==> config.mk <==
export PLATFORM = sky130hd
export DESIGN_NAME = shift_subtract_divider
export DESIGN_NICKNAME = d
export VERILOG_FILES = /design/src/hdl/ssd_pkg.sv /design/src/hdl/ssd_operand_prep.sv /design/src/hdl/ssd_shift_core.sv /design/src/hdl/shift_subtract_divider.sv
export SDC_FILE = /design/constraint.sdc
export NUM_CORES = 1
export LEC_CHECK = 0
export ABC_CLOCK_PERIOD_IN_PS = 7270
export BUFFER_PORTS_ARGS = -buffer_cell sky130_fd_sc_hd__buf_4
export CAP_MARGIN = 0
export CORE_UTILIZATION = 30
export CTS_BUF_LIST = sky130_fd_sc_hd__clkbuf_8
export CTS_CLUSTER_DIAMETER = 60
export DETAILED_ROUTE_END_ITERATION = 8
export PLACE_DENSITY_LB_ADDON = 0.05
export SLEW_MARGIN = 10
export SYNTH_ARGS = -nofsm -noshare
export SYNTH_HDL_FRONTEND = slang
export SYNTH_HIERARCHICAL = 1
export SYNTH_SLANG_ARGS = --single-unit
==> constraint.sdc <==
create_clock -name clk -period 7.27 [get_ports clk]
set_clock_uncertainty 0.1 [all_clocks]
set_input_delay 0.727 -clock clk [delete_from_list [all_inputs] [get_ports clk]]
set_output_delay 0.727 -clock clk [all_outputs]
set_load 0.1 [all_outputs]
==> src/hdl/ssd_pkg.sv <==
`timescale 1ns / 1ps
// ----------------------------------------------------------------------------
// ssd_pkg: shared types and constants of the shift-subtract divider
// Holds the request and result transfer types, the operation codes and the
// sign and mode flags passed from operand preparation to the top level.
// ----------------------------------------------------------------------------
package ssd_pkg;

    // Operation codes: bit 0 selects the 32-bit mode, bit 1 the signed mode.
    localparam logic [1:0] OP_UNSIGNED_WIDE   = 2'd0;
    localparam logic [1:0] OP_UNSIGNED_NARROW = 2'd1;
    localparam logic [1:0] OP_SIGNED_WIDE     = 2'd2;
    localparam logic [1:0] OP_SIGNED_NARROW   = 2'd3;

    // Width of the 32-bit modes.
    localparam int NARROW_BITS = 32;

    // One request transfer.
    typedef struct packed {
        logic [63:0] dividend;
        logic [63:0] divisor;
        logic [1:0]  opcode;
    } request_t;

    // One result transfer.
    typedef struct packed {
        logic [63:0] quotient;
        logic [63:0] remainder;
        logic        divide_by_zero;
    } result_t;

    // Mode and sign information that follows an operation through the core.
    typedef struct packed {
        logic narrow;
        logic rem_neg;
        logic quo_neg;
        logic div_zero;
    } sign_flags_t;

endpackage

==> src/hdl/ssd_operand_prep.sv <==
`timescale 1ns / 1ps
// ----------------------------------------------------------------------------
// ssd_operand_prep: operand masking and magnitude conversion
// Cuts both operands to the operation width, takes magnitudes in the signed
// modes and derives the sign fixups and the divide-by-zero flag.
// ----------------------------------------------------------------------------
module ssd_operand_prep #(
    parameter int WORD_BITS = 64
) (
    input  ssd_pkg::request_t      request,
    output logic [WORD_BITS-1:0]   dividend_mag,
    output logic [WORD_BITS-1:0]   divisor_mag,
    output ssd_pkg::sign_flags_t   flags
);

    logic                 narrow;
    logic                 is_signed;
    logic [WORD_BITS-1:0] mask;
    logic [WORD_BITS-1:0] n_masked;
    logic [WORD_BITS-1:0] d_masked;
    logic                 n_neg;
    logic                 d_neg;
    logic [WORD_BITS-1:0] n_negated;
    logic [WORD_BITS-1:0] d_negated;

    // Decode the operation and mask the operands to its width.
    always_comb
    begin
        narrow    = request.opcode[0];
        is_signed = request.opcode[1];
        mask      = narrow ? WORD_BITS'({ssd_pkg::NARROW_BITS{1'b1}}) : '1;
        n_masked  = request.dividend[WORD_BITS-1:0] & mask;
        d_masked  = request.divisor[WORD_BITS-1:0] & mask;
    end

    // Sign bits sit at bit 31 in the 32-bit modes and at the top otherwise.
    always_comb
    begin
        if (narrow)
        begin
            n_neg = is_signed & n_masked[ssd_pkg::NARROW_BITS-1];
            d_neg = is_signed & d_masked[ssd_pkg::NARROW_BITS-1];
        end
        else
        begin
            n_neg = is_signed & n_masked[WORD_BITS-1];
            d_neg = is_signed & d_masked[WORD_BITS-1];
        end
    end

    // Magnitudes of negative operands, kept within the operation width.
    always_comb
    begin
        n_negated    = (WORD_BITS'(0) - n_masked) & mask;
        d_negated    = (WORD_BITS'(0) - d_masked) & mask;
        dividend_mag = n_neg ? n_negated : n_masked;
        divisor_mag  = d_neg ? d_negated : d_masked;
    end

    // The quotient is negative when the signs differ; the remainder follows
    // the dividend.
    always_comb
    begin
        flags.narrow   = narrow;
        flags.rem_neg  = n_neg;
        flags.quo_neg  = n_neg ^ d_neg;
        flags.div_zero = (d_masked == '0);
    end

endmodule

==> src/hdl/ssd_shift_core.sv <==
`timescale 1ns / 1ps
// ----------------------------------------------------------------------------
// ssd_shift_core: restoring shift-subtract division core
// Shifts one dividend bit per cycle into the partial remainder and one
// quotient bit per cycle into the freed low end of the dividend register.
// ----------------------------------------------------------------------------
module ssd_shift_core #(
    parameter int WORD_BITS = 64
) (
    input  logic                 clk,
    input  logic                 rst_n,
    input  logic                 load,
    input  logic [WORD_BITS-1:0] dividend,
    input  logic [WORD_BITS-1:0] divisor,
    output logic                 running,
    output logic [WORD_BITS-1:0] quotient,
    output logic [WORD_BITS-1:0] remainder
);

    localparam int CNT_BITS = $clog2(WORD_BITS + 1);

    logic [CNT_BITS-1:0]  step_cnt_reg;
    logic [WORD_BITS-1:0] rem_reg;
    logic [WORD_BITS-1:0] rem_next;
    logic [WORD_BITS-1:0] quo_reg;
    logic [WORD_BITS-1:0] quo_next;
    logic [WORD_BITS-1:0] dvs_reg;
    logic [WORD_BITS:0]   trial;
    logic [WORD_BITS:0]   diff;

    // Step counter: one quotient bit per cycle, WORD_BITS steps in all.
    always_ff @(posedge clk or negedge rst_n)
    begin
        if (!rst_n)
        begin
            step_cnt_reg <= '0;
        end
        else if (load)
        begin
            step_cnt_reg <= CNT_BITS'(WORD_BITS);
        end
        else if (step_cnt_reg != '0)
        begin
            step_cnt_reg <= step_cnt_reg - CNT_BITS'(1);
        end
    end

    // Trial subtraction of the divisor from the shifted partial remainder.
    // The partial remainder stays below the divisor, so a restored value
    // still fits in WORD_BITS bits.
    always_comb
    begin
        trial = {rem_reg, quo_reg[WORD_BITS-1]};
        diff  = trial - {1'b0, dvs_reg};
        if (!diff[WORD_BITS])
        begin
            rem_next = diff[WORD_BITS-1:0];
            quo_next = {quo_reg[WORD_BITS-2:0], 1'b1};
        end
        else
        begin
            rem_next = trial[WORD_BITS-1:0];
            quo_next = {quo_reg[WORD_BITS-2:0], 1'b0};
        end
    end

    // Datapath shift registers.
    always_ff @(posedge clk)
    begin
        if (load)
        begin
            rem_reg <= '0;
            quo_reg <= dividend;
            dvs_reg <= divisor;
        end
        else if (step_cnt_reg != '0)
        begin
            rem_reg <= rem_next;
            quo_reg <= quo_next;
        end
    end

    assign running   = (step_cnt_reg != '0);
    assign quotient  = quo_reg;
    assign remainder = rem_reg;

endmodule

==> src/hdl/shift_subtract_divider.sv <==
`timescale 1ns / 1ps
// ----------------------------------------------------------------------------
// shift_subtract_divider: signed and unsigned integer divider
// Restoring radix-2 division in 64-bit or 32-bit, signed or unsigned modes.
// ----------------------------------------------------------------------------
//  Channel   Direction  Handshake        Payload
//  request   in         start and !busy  dividend, divisor, opcode
//  result    out        done (1 cycle)   quotient, remainder, divide_by_zero
//
//  An operation passes from the accepting edge through the core iterations,
//  one quotient bit per core cycle, then a sequencer state that sees the
//  core finish and the fixup state for the signs, at whose end the result
//  and done are registered. A zero divisor skips the core and goes straight
//  to the fixup state. busy is high until the result is driven, and the
//  receiver cannot stall. Reset clears the sequencer and the done strobe.
// ----------------------------------------------------------------------------
module shift_subtract_divider #(
    parameter int WORD_BITS = 64
) (
    input  logic                clk,
    input  logic                rst_n,
    input  logic                start,
    output logic                busy,
    input  ssd_pkg::request_t   request,
    output logic                done,
    output ssd_pkg::result_t    result
);

    localparam logic [1:0] ST_IDLE = 2'd0;
    localparam logic [1:0] ST_RUN  = 2'd1;
    localparam logic [1:0] ST_FIX  = 2'd2;

    logic [1:0]               state_reg;
    logic [1:0]               state_next;
    logic                     accept;
    logic [WORD_BITS-1:0]     dividend_mag;
    logic [WORD_BITS-1:0]     divisor_mag;
    ssd_pkg::sign_flags_t     prep_flags;
    ssd_pkg::sign_flags_t     flags_reg;
    logic                     core_running;
    logic [WORD_BITS-1:0]     core_quotient;
    logic [WORD_BITS-1:0]     core_remainder;
    logic [WORD_BITS-1:0]     mask;
    logic [WORD_BITS-1:0]     quo_fixed;
    logic [WORD_BITS-1:0]     rem_fixed;
    logic                     done_reg;
    ssd_pkg::result_t         result_reg;

    assign accept = start && (state_reg == ST_IDLE);

    ssd_operand_prep #(
        .WORD_BITS (WORD_BITS)
    ) u_prep (
        .request      (request),
        .dividend_mag (dividend_mag),
        .divisor_mag  (divisor_mag),
        .flags        (prep_flags)
    );

    ssd_shift_core #(
        .WORD_BITS (WORD_BITS)
    ) u_core (
        .clk       (clk),
        .rst_n     (rst_n),
        .load      (accept && !prep_flags.div_zero),
        .dividend  (dividend_mag),
        .divisor   (divisor_mag),
        .running   (core_running),
        .quotient  (core_quotient),
        .remainder (core_remainder)
    );

    // Sequencer: idle, core iterations, result fixup.
    always_comb
    begin
        state_next = state_reg;
        unique case (state_reg)
            ST_IDLE:
            begin
                if (accept)
                begin
                    state_next = prep_flags.div_zero ? ST_FIX : ST_RUN;
                end
            end
            ST_RUN:
            begin
                if (!core_running)
                begin
                    state_next = ST_FIX;
                end
            end
            ST_FIX:
            begin
                state_next = ST_IDLE;
            end
            default:
            begin
                state_next = ST_IDLE;
            end
        endcase
    end

    always_ff @(posedge clk or negedge rst_n)
    begin
        if (!rst_n)
        begin
            state_reg <= ST_IDLE;
            done_reg  <= 1'b0;
        end
        else
        begin
            state_reg <= state_next;
            done_reg  <= (state_reg == ST_FIX);
        end
    end

    // Flags of the operation in flight.
    always_ff @(posedge clk)
    begin
        if (accept)
        begin
            flags_reg <= prep_flags;
        end
    end

    // Restore the signs and cut the results to the operation width.
    always_comb
    begin
        mask = flags_reg.narrow ? WORD_BITS'({ssd_pkg::NARROW_BITS{1'b1}}) : '1;
        quo_fixed = flags_reg.quo_neg ? (WORD_BITS'(0) - core_quotient) : core_quotient;
        rem_fixed = flags_reg.rem_neg ? (WORD_BITS'(0) - core_remainder) : core_remainder;
        quo_fixed = quo_fixed & mask;
        rem_fixed = rem_fixed & mask;
    end

    // Result register, loaded in the fixup cycle.
    always_ff @(posedge clk)
    begin
        if (state_reg == ST_FIX)
        begin
            if (flags_reg.div_zero)
            begin
                result_reg.quotient  <= '0;
                result_reg.remainder <= '0;
            end
            else
            begin
                result_reg.quotient  <= 64'(quo_fixed);
                result_reg.remainder <= 64'(rem_fixed);
            end
            result_reg.divide_by_zero <= flags_reg.div_zero;
        end
    end

    assign busy   = (state_reg != ST_IDLE);
    assign done   = done_reg;
    assign result = result_reg;

endmodule

==> metrics.cfg, run 1 <==
[outcome]
outcome=completed

[cells_and_area]
finalNetCount=3062
area.growth.synth_to_final_pct=17.4
final_layout_size_suffix_gt1_share_pct=18.3
largest_reg_flops=129
final-seq-area_mm2=0.00937
fillers=8291
final_core_util_pct=35.8
multi_input_area_mm2=0.0137

[yosys]
synth_nets=2858
synth_top_area_share_pct=32.4
avgSynthCellArea_um2=9.11
yosys_warnings=6
synth_area_mm2=0.0242
synth_area_leaders=edfxtp_1 (32%), dfxtp_1 (5.3%), nor2_1 (5.2%)
synth_edf_count=261
synth_common_cells=nor2_1 (336), edfxtp_1 (261), a21oi_1 (181)
synth.most_common_cell=nor2_1
ys_seq_area_share_pct=38.7
synth_top_area_cell=edfxtp_1
async_reset_ff_share_pct=2.99
synth_seq_cells=335
synth_cell_types=98
netlist_instances=2655
synth_flop_cell=edfxtp_1

[timing]
slew_viol_final=0
timing.final.crit_share_pct=58.1
hold_viol=0
hold_ws_ps=196
fmax_ghz=0.237
final.setup.tns_ps=0
rsz0062_at_grt=no
layout_min_cycle_time_ps=4230
setup_violations=0
tightest_slew_ps=1110
relSlewSlack_pct=25.6

[detailed_routing]
ant_nets=0
vias_per_cell=5.39
drt_iter0_drc=1495
via_count=21366
route.detailed.drc=0
wire_per_inst_um=21.5
drt_wl_total_um=85400
drtPass1Iterations=6

[cts]
cts_inserted_buffers=68
cts_tree=yes
clock_sinks=335
htree_num_levels=3
insertion_delay_ps=670
cts.clk_slew.worst_paths_ps=60
cts.repair.resized=0
clockRootBuffer=clkbuf_8
cts_max_path_buffers=3
cts_hold_buf=1
cts_setup_buffers=0

[die]
die-area_mm2=0.0818
boundaryPins=264
start_util_pct=30.5
die_w_um=286
fp.dieH_um=286
row_count=103
core_mm2=0.0794

[place]
io_buffers=263
place.gp.congestion=0.865
dpl.hpwl_um=64400

[pwr]
p_leak_uw=0.0106
power-per-cell-area_mw_per_mm2=310
peakVddDrop_uv=250

[setup_path]
crit_fanout=5
critPathRequiredTime_ps=7720
r2r_start=u_core/quotient[63]
crit_path_end_kind=register
worstPathCellList=inv_1 > ha_1 > fa_1 > nor2b_4 > o31a_1 > o21a_4 > o31ai_4 > o31ai_1 > a21oi_1 > o311ai_0 > xnor2_1 > mux2i_1 > a211oi_1
slowest_stage=o31ai_1
crit_family=compound AO/OA/AOI/OAI gates
start_kind=register
critPathArrivalTime_ps=4670
cp_slowest_stage_delay_ps=750
critPathKind=register to register
cp-startpoint=u_core/quotient[63]
path_buf_inv=1

[grt]
grt_pass1_wl_um=129000
antenna_found_initial=6
grt_pass1_vias=20572
grt_start_max_net_pins=158
gr-usage-all-layers_pct=20.3
gr-total-overflow=0

[worst_hold_path]
min_from=request[2]
hp-class=input port to register

[run]
drv_cap=0

-- cells in the final DEF, fill, tap and decap left out, drive strengths merged, types with 65 or more instances in the layout --
cell type,synthesis,routed
a21oi,185,185
buf,41,286
clkbuf,112,76
edfxtp,261,261
ha,69,69
inv,120,136
mux2,65,65
nand2,158,158
nor2,336,336
nor3,89,89
nor4,102,102
o21ai,98,98
xnor2,139,139
xor2,116,116
-- per-stage QoR --
stage / std cells / total power (uW) / area, um^2 / worst slack, ps
finish: 3966 / 8810 / 28400 / 3040
global route: 3964 / 9420 / 28400 / 2820
CTS: 3961 / 8860 / 28400 / 3070
detailed placement: 3838 / 6770 / 27000 / 2520
global placement: 3838 / 6770 / 27000 / 2610
floorplan: 2655 / 5690 / 24200 / 315
-- layer usage --
| layer | wire [um] | vias to the layer above | track usage [%] |
|---|---|---|---|
| met5 | 0 | - | 0 |
| met4 | 1590 | 0 | 5.21 |
| met3 | 4320 | 100 | 3.02 |
| met2 | 36100 | 633 | 29.7 |
| met1 | 43400 | 10328 | 30.8 |
| li1 | - | 10305 | - |
-- cell families after synthesis --
family          count (synthesis)  share of synthesized area, %
compound gates                616                          17.0
xor+xnor                      255                          9.23
fa+ha+maj                      70                          3.65
buf+inv                       274                          4.70
flops                         335                          38.7
mux                           125                          5.51
simple gates                  980                          21.2
-- report_power, final --
| group | internal, uW | switching (uW) | total [uW] | leakage, uW |
|---|---|---|---|---|
| combinational | 1610 | 2100 | 3720 | 0.00668 |
| clock | 1100 | 907 | 2010 | 0.000755 |
| sequential | 2370 | 711 | 3080 | 0.00313 |
| total | 5080 | 3720 | 8810 | 0.0106 |
-- final timing paths --
| path | endpoint | slack, ps | depth (start not counted) |
|---|---|---|---|
| setup reg to reg | u_core/remainder[36] | 3040 | 13 |
| hold reg to reg | state_reg[1] | 390 | 1 |
| min in group asynchronous | done | 390 | 2 |
| max in group asynchronous | u_core/step_cnt_reg[1] | 6470 | 2 |
| setup / recovery | u_core/remainder[36] | 3040 | 13 |
| hold / removal | u_core/dvs_reg[0] | 200 | 1 |
-- layout make-up --
cell class | instances | area share [%]
Clock inverter | 46 | 1.09
Tap cell | 1050 | 4.63
Antenna cell | 5 | 0.0441
Sequential cell | 335 | 33.0
Clock buffer | 76 | 3.68
Multi-Input combinational cell | 2046 | 48.3
Timing Repair Buffer | 287 | 7.68
Inverter | 121 | 1.60
No activity file was read; power rests on OpenSTA's default activity.
==> inputs of run 2 (changes only) <==
ABC_CLOCK_PERIOD_IN_PS = 4300   (was 7270)
clock period = 4.3 ns   (was 7.27 ns; I/O delays follow)
==> metrics.cfg, run 2 (synthesis gave the netlist of run 1 again) <==
[outcome]
outcome=completed

[setup_path]
crit_fanout=5  ; unchanged
worstPathCellList=inv_1 > ha_1 > fa_1 > nor2b_4 > o31a_1 > o21a_4 > a211o_1 > a221oi_4 > nor4_2 > a211oi_2 > a31o_2 > xnor2_1 > nand2_1 > a211oi_1
critPathKind=register to register
cp_slowest_stage_delay_ps=450  ; -300 ps
slowest_stage=edfxtp_1
start_kind=register
critPathArrivalTime_ps=4360  ; -310 ps
critPathRequiredTime_ps=4740  ; -2980 ps
crit_path_end_kind=register

[detailed_routing]
drtPass1Iterations=5  ; -1
via_count=21856  ; +2.3%
drt_wl_total_um=87000  ; +1.9%
wire_per_inst_um=21.5  ; -0.32%
wl_met1_um=43800  ; +0.98%
drt_iter0_drc=1807  ; +21%
dr_wl_met2_um=35800  ; -0.93%
top_layer=met4
wl_met3_um=5510  ; +28%
ant_nets=0  ; unchanged
route.detailed.drc=0  ; unchanged
vias_per_cell=5.39  ; about the same

[place]
dpl.hpwl_um=66100  ; +2.6%
io_buffers=263  ; unchanged
place.gp.congestion=0.944  ; +9.1%

[timing]
timing.final.crit_share_pct=91.0  ; +33 points
tightest_slew_ps=1080  ; -29.2 ps
hold_ws_ps=60.3  ; -135 ps
rsz0062_at_grt=no
setup_violations=0  ; unchanged
fmax_ghz=0.256  ; +8.0%
hold_viol=0  ; unchanged
final.setup.tns_ps=0  ; unchanged
slew_viol_final=0  ; unchanged
layout_min_cycle_time_ps=3910  ; -311 ps
relSlewSlack_pct=28.1  ; +2.5 points

[cells_and_area]
final_common_cell=buf_4
final_cell_mix=buf_4 (351), nor2_1 (334), edfxtp_1 (261)
area.growth.synth_to_final_pct=20.3
finalNetCount=3154  ; +3.0%
final_layout_size_suffix_gt1_share_pct=20.0  ; +1.7 points
largest_reg_flops=129  ; unchanged

[grt]
gr-total-overflow=0  ; unchanged
grt_start_max_net_pins=131  ; -17%
gr-usage-all-layers_pct=20.8  ; +0.50 points
grt_pass1_wl_um=131000  ; +2.0%
grt_pass1_vias=21007  ; +2.1%
antenna_found_initial=2  ; -4

[die]
start_util_pct=30.5  ; unchanged
boundaryPins=264  ; unchanged
fp.dieH_um=286  ; unchanged
core_mm2=0.0794  ; unchanged
die-area_mm2=0.0818  ; unchanged
die_w_um=286  ; unchanged
row_count=103  ; unchanged

[cts]
cts_tree=yes
cts_setup_buffers=0  ; unchanged
insertion_delay_ps=650  ; -20 ps
cts.clk_slew.worst_paths_ps=60  ; about the same
htree_num_levels=3  ; unchanged
clockRootBuffer=clkbuf_8
cts_inserted_buffers=70  ; +2.9%
clock_sinks=335  ; unchanged
cts_max_path_buffers=3  ; unchanged

[pwr]
peakVddDrop_uv=492  ; +97%
power-per-cell-area_mw_per_mm2=532  ; +72%
p_leak_uw=0.0110  ; +3.7%

[run]
drv_cap=0  ; unchanged

[worst_hold_path]
hp-class=input port to register

-- run 2: cell count changes in the layout (fill, tap and decap cells not counted), moves of 2 or more --
cell	delta
buf_4	+67
clkbuf_8	-3
buf_12	+2
dlygate4sd3_1	+21
clkinvlp_4	+5
diode_2	-3
-- run 2: per-stage QoR --
stage / util [%] / std cells / cell area [um^2] / power (uW) / setup WS, ps
2_1_floorplan: - / 2655 / 24200 / 9630 / 117
3_5_place_dp: 34.7 / 3907 / 27600 / 12100 / 375
5_1_grt: 36.6 / 4052 / 29100 / 16500 / 100
3_3_place_gp: 34.7 / 3907 / 27600 / 12100 / 494
6_report: 36.7 / 4053 / 29100 / 15500 / 386
4_1_cts: 36.6 / 4051 / 29100 / 15500 / 352
-- run 2: cell type report --
class | instances | area [um^2]
antenna | 2 | 5.00
clock buffer | 73 | 1000
clock inverter | 49 | 302
fill | 8296 | 50300
inverter | 121 | 455
multi-input combinational | 2046 | 13700
sequential | 335 | 9370
tap | 1050 | 1310
timing repair buffer | 377 | 2940
-- run 2: worst paths after layout --
path	cells after the start	start	end	slack [ps]
max in group asynchronous	2	rst_n	u_core/step_cnt_reg[4]	3840
hold reg to reg	1	state_reg[1]	state_reg[1]	380
setup / recovery	14	u_core/quotient[63]	u_core/remainder[54]	390
setup reg to reg	14	u_core/quotient[63]	u_core/remainder[54]	390
hold / removal	2	request[26]	u_core/dvs_reg[24]	60
min in group asynchronous	2	rst_n	u_core/step_cnt_reg[6]	90
-- run 2: critical path: cells and delay by family, from the launching register on --
kind	cells	cell delay (ps)
buf+inv	1	200
simple gates	3	230
fa+ha+maj	2	480
xor+xnor	1	130
flops	1	450
compound gates	7	2240
-- run 2: power by group --
part	internal [uW]	switching [uW]	total, uW
clock network	1750	1540	3290
logic	3100	4430	7530
registers	4000	662	4660
-- run 2: routing by layer --
layer  vias to the layer above  global-route usage (%)
li1                      10484                       -
met1                     10529                    31.7
met2                       743                    29.6
met3                       100                    3.61
met4                         0                    6.11
met5                         -                       0
-- run 2: what timing repair did --
item,CTS,global route
setup endpoints to repair,0,0
endpoints found under the hold margin,31,0
hold buffers,22,0
resized for setup,0,0
==> inputs of run 3 (changes only) <==
==> constraint.sdc (replaced) <==
create_clock -name clk -period 4.3 [get_ports clk]
set_clock_uncertainty 0.1 [all_clocks]
set_input_delay 0.215 -clock clk [delete_from_list [all_inputs] [get_ports clk]]
set_output_delay 0.215 -clock clk [all_outputs]
set_load 0.1 [all_outputs]
==> metrics.cfg, run 3 (synthesis gave the netlist of run 1 again) <==
[outcome]
outcome=completed

[grt]
grt_pass1_vias=21366  ; +1.7%
use_met1_pct=32.0  ; +0.34 points
top_usage_layer=met1
grt_pass1_wl_um=132000  ; +0.62%
gr-usage-all-layers_pct=20.8  ; about the same
grt_use_met3_pct=2.92  ; -0.69 points
use_met2_pct=30.0  ; +0.39 points
grt_start_max_net_pins=109  ; -17%
antenna_found_initial=8  ; +6
gr-total-overflow=0  ; unchanged

[timing]
final.setup.tns_ps=0  ; unchanged
slew_viol_final=0  ; unchanged
rsz0062_at_grt=no
layout_min_cycle_time_ps=3990  ; +73.1 ps
relSlewSlack_pct=22.6  ; -5.5 points
fin_ws_ps=313  ; -73.1 ps
fmax_ghz=0.251  ; -1.8%
setup_violations=0  ; unchanged
timing.final.crit_share_pct=92.7  ; +1.7 points
tightest_slew_ps=1160  ; +79.5 ps
hold_viol=0  ; unchanged

[pwr]
total_power_uw=15500  ; -0.14%
peakVddDrop_uv=464  ; -5.6%
power-per-cell-area_mw_per_mm2=510  ; -4.2%
p_leak_uw=0.0115  ; +5.2%

[cts]
htree_num_levels=3  ; unchanged
cts_max_path_buffers=3  ; unchanged
cts_setup_buffers=0  ; unchanged
cts.repair.resized=0  ; unchanged
cts_tree=yes
clock_sinks=335  ; unchanged
cts_inserted_buffers=70  ; unchanged
clockRootBuffer=clkbuf_8
cts.clk_slew.worst_paths_ps=60  ; about the same
insertion_delay_ps=650  ; about the same

[worst_hold_path]
hp-class=input port to register

[die]
fp.dieH_um=286  ; unchanged
die_w_um=286  ; unchanged
boundaryPins=264  ; unchanged
die-area_mm2=0.0818  ; unchanged
core_mm2=0.0794  ; unchanged
start_util_pct=30.5  ; unchanged
row_count=103  ; unchanged

[place]
place.gp.congestion=0.891  ; -5.6%
dpl.hpwl_um=66600  ; +0.79%
dp_slack_ps=359  ; -15.7 ps
io_buffers=263  ; unchanged
place_area_mm2=0.0276  ; +0.15%

[detailed_routing]
vias_per_cell=5.32  ; -1.3%
drt_wl_total_um=87500  ; +0.55%
via_count=22253  ; +1.8%
ant_nets=0  ; unchanged
wire_per_inst_um=20.9  ; -2.5%
drtPass1Iterations=5  ; unchanged
route.detailed.drc=0  ; unchanged
drt_iter0_drc=1907  ; +5.5%

[cells_and_area]
final_area_mm2=0.0303  ; +4.2%
area.growth.synth_to_final_pct=25.4
fillers=8204  ; -1.1%
finalNetCount=3277  ; +3.9%
final_core_util_pct=38.2  ; +1.5 points
final_common_cell=buf_4
largest_reg_flops=129  ; unchanged
final_cell_mix=buf_4 (359), nor2_1 (334), edfxtp_1 (261)
final_layout_size_suffix_gt1_share_pct=19.6  ; -0.42 points

[setup_path]
critPathKind=register to register
worstPathCellList=inv_1 > ha_1 > fa_1 > nor2b_4 > o31a_1 > o21a_4 > o31ai_4 > o31ai_1 > a21oi_1 > o311ai_0 > xnor2_1 > mux2i_1 > a211oi_1
crit_fanout=5  ; unchanged
critPathArrivalTime_ps=4410  ; +50 ps
start_kind=register
slowest_stage=o31ai_1
crit_path_end_kind=register
cp_slowest_stage_delay_ps=660  ; +210 ps
critPathRequiredTime_ps=4720  ; -20 ps

[run]
drv_cap=0  ; unchanged

## run 3: critical path, delay by kind of cell (launching register included)
kind / cells / cell delay [ps]
adders and majority gates: 2 / 680
buffers and inverters: 1 / 110
and+or+nand+nor: 1 / 160
AOI/OAI and AO/OA: 7 / 2090
muxes: 1 / 120
xor gates and xnor gates: 1 / 210
DFF: 1 / 400
## run 3: area by class of cell
class                           count  area, um^2  area share, %
Multi-Input combinational cell   2046       13700           45.2
Sequential cell                   335        9370           30.9
Timing Repair Buffer              500        4140           13.6
Tap cell                         1050        1310           4.33
Clock buffer                       73        1000           3.31
Inverter                          121         455           1.50
Clock inverter                     52         325           1.07
Antenna cell                        3        7.51         0.0248
## run 3: power breakdown
part / switching (uW) / internal [uW] / total, uW
logic: 4390 / 3170 / 7560
registers: 606 / 4000 / 4600
clock network: 1540 / 1770 / 3300
total: 6530 / 8930 / 15500
## run 3: stage by stage
stage / hold slack [ps] / cells
finish: 48.8 / 4180
global route: 40.3 / 4178
CTS: 3.17 / 4177
detailed placement: -44.3 / 3914
global placement: -44.6 / 3914
floorplan: -181 / 2655
## run 3: repair_timing
action	4_1_cts	5_1_grt
hold buffers	138	0
setup endpoints to repair	0	0
hold endpoints to repair	120	0
## run 3: metal layers
| metal | up-vias | wire, um |
|---|---|---|
| met5 | - | 13 |
| met4 | 2 | 1700 |
| met3 | 98 | 4960 |
| met2 | 677 | 36300 |
| met1 | 10723 | 44600 |
| li1 | 10753 | - |
## run 3: final timing paths
check	from	endpoint	slack (ps)	depth (start not counted)
max in group asynchronous	rst_n	state_reg[1]	3220	3
min in group asynchronous	rst_n	done	540	3
max reg2reg	u_core/quotient[63]	u_core/remainder[36]	310	13
min	request[70]	u_core/quotient[4]	50	3
min reg2reg	state_reg[1]	state_reg[1]	380	1
max	u_core/quotient[63]	u_core/remainder[36]	310	13
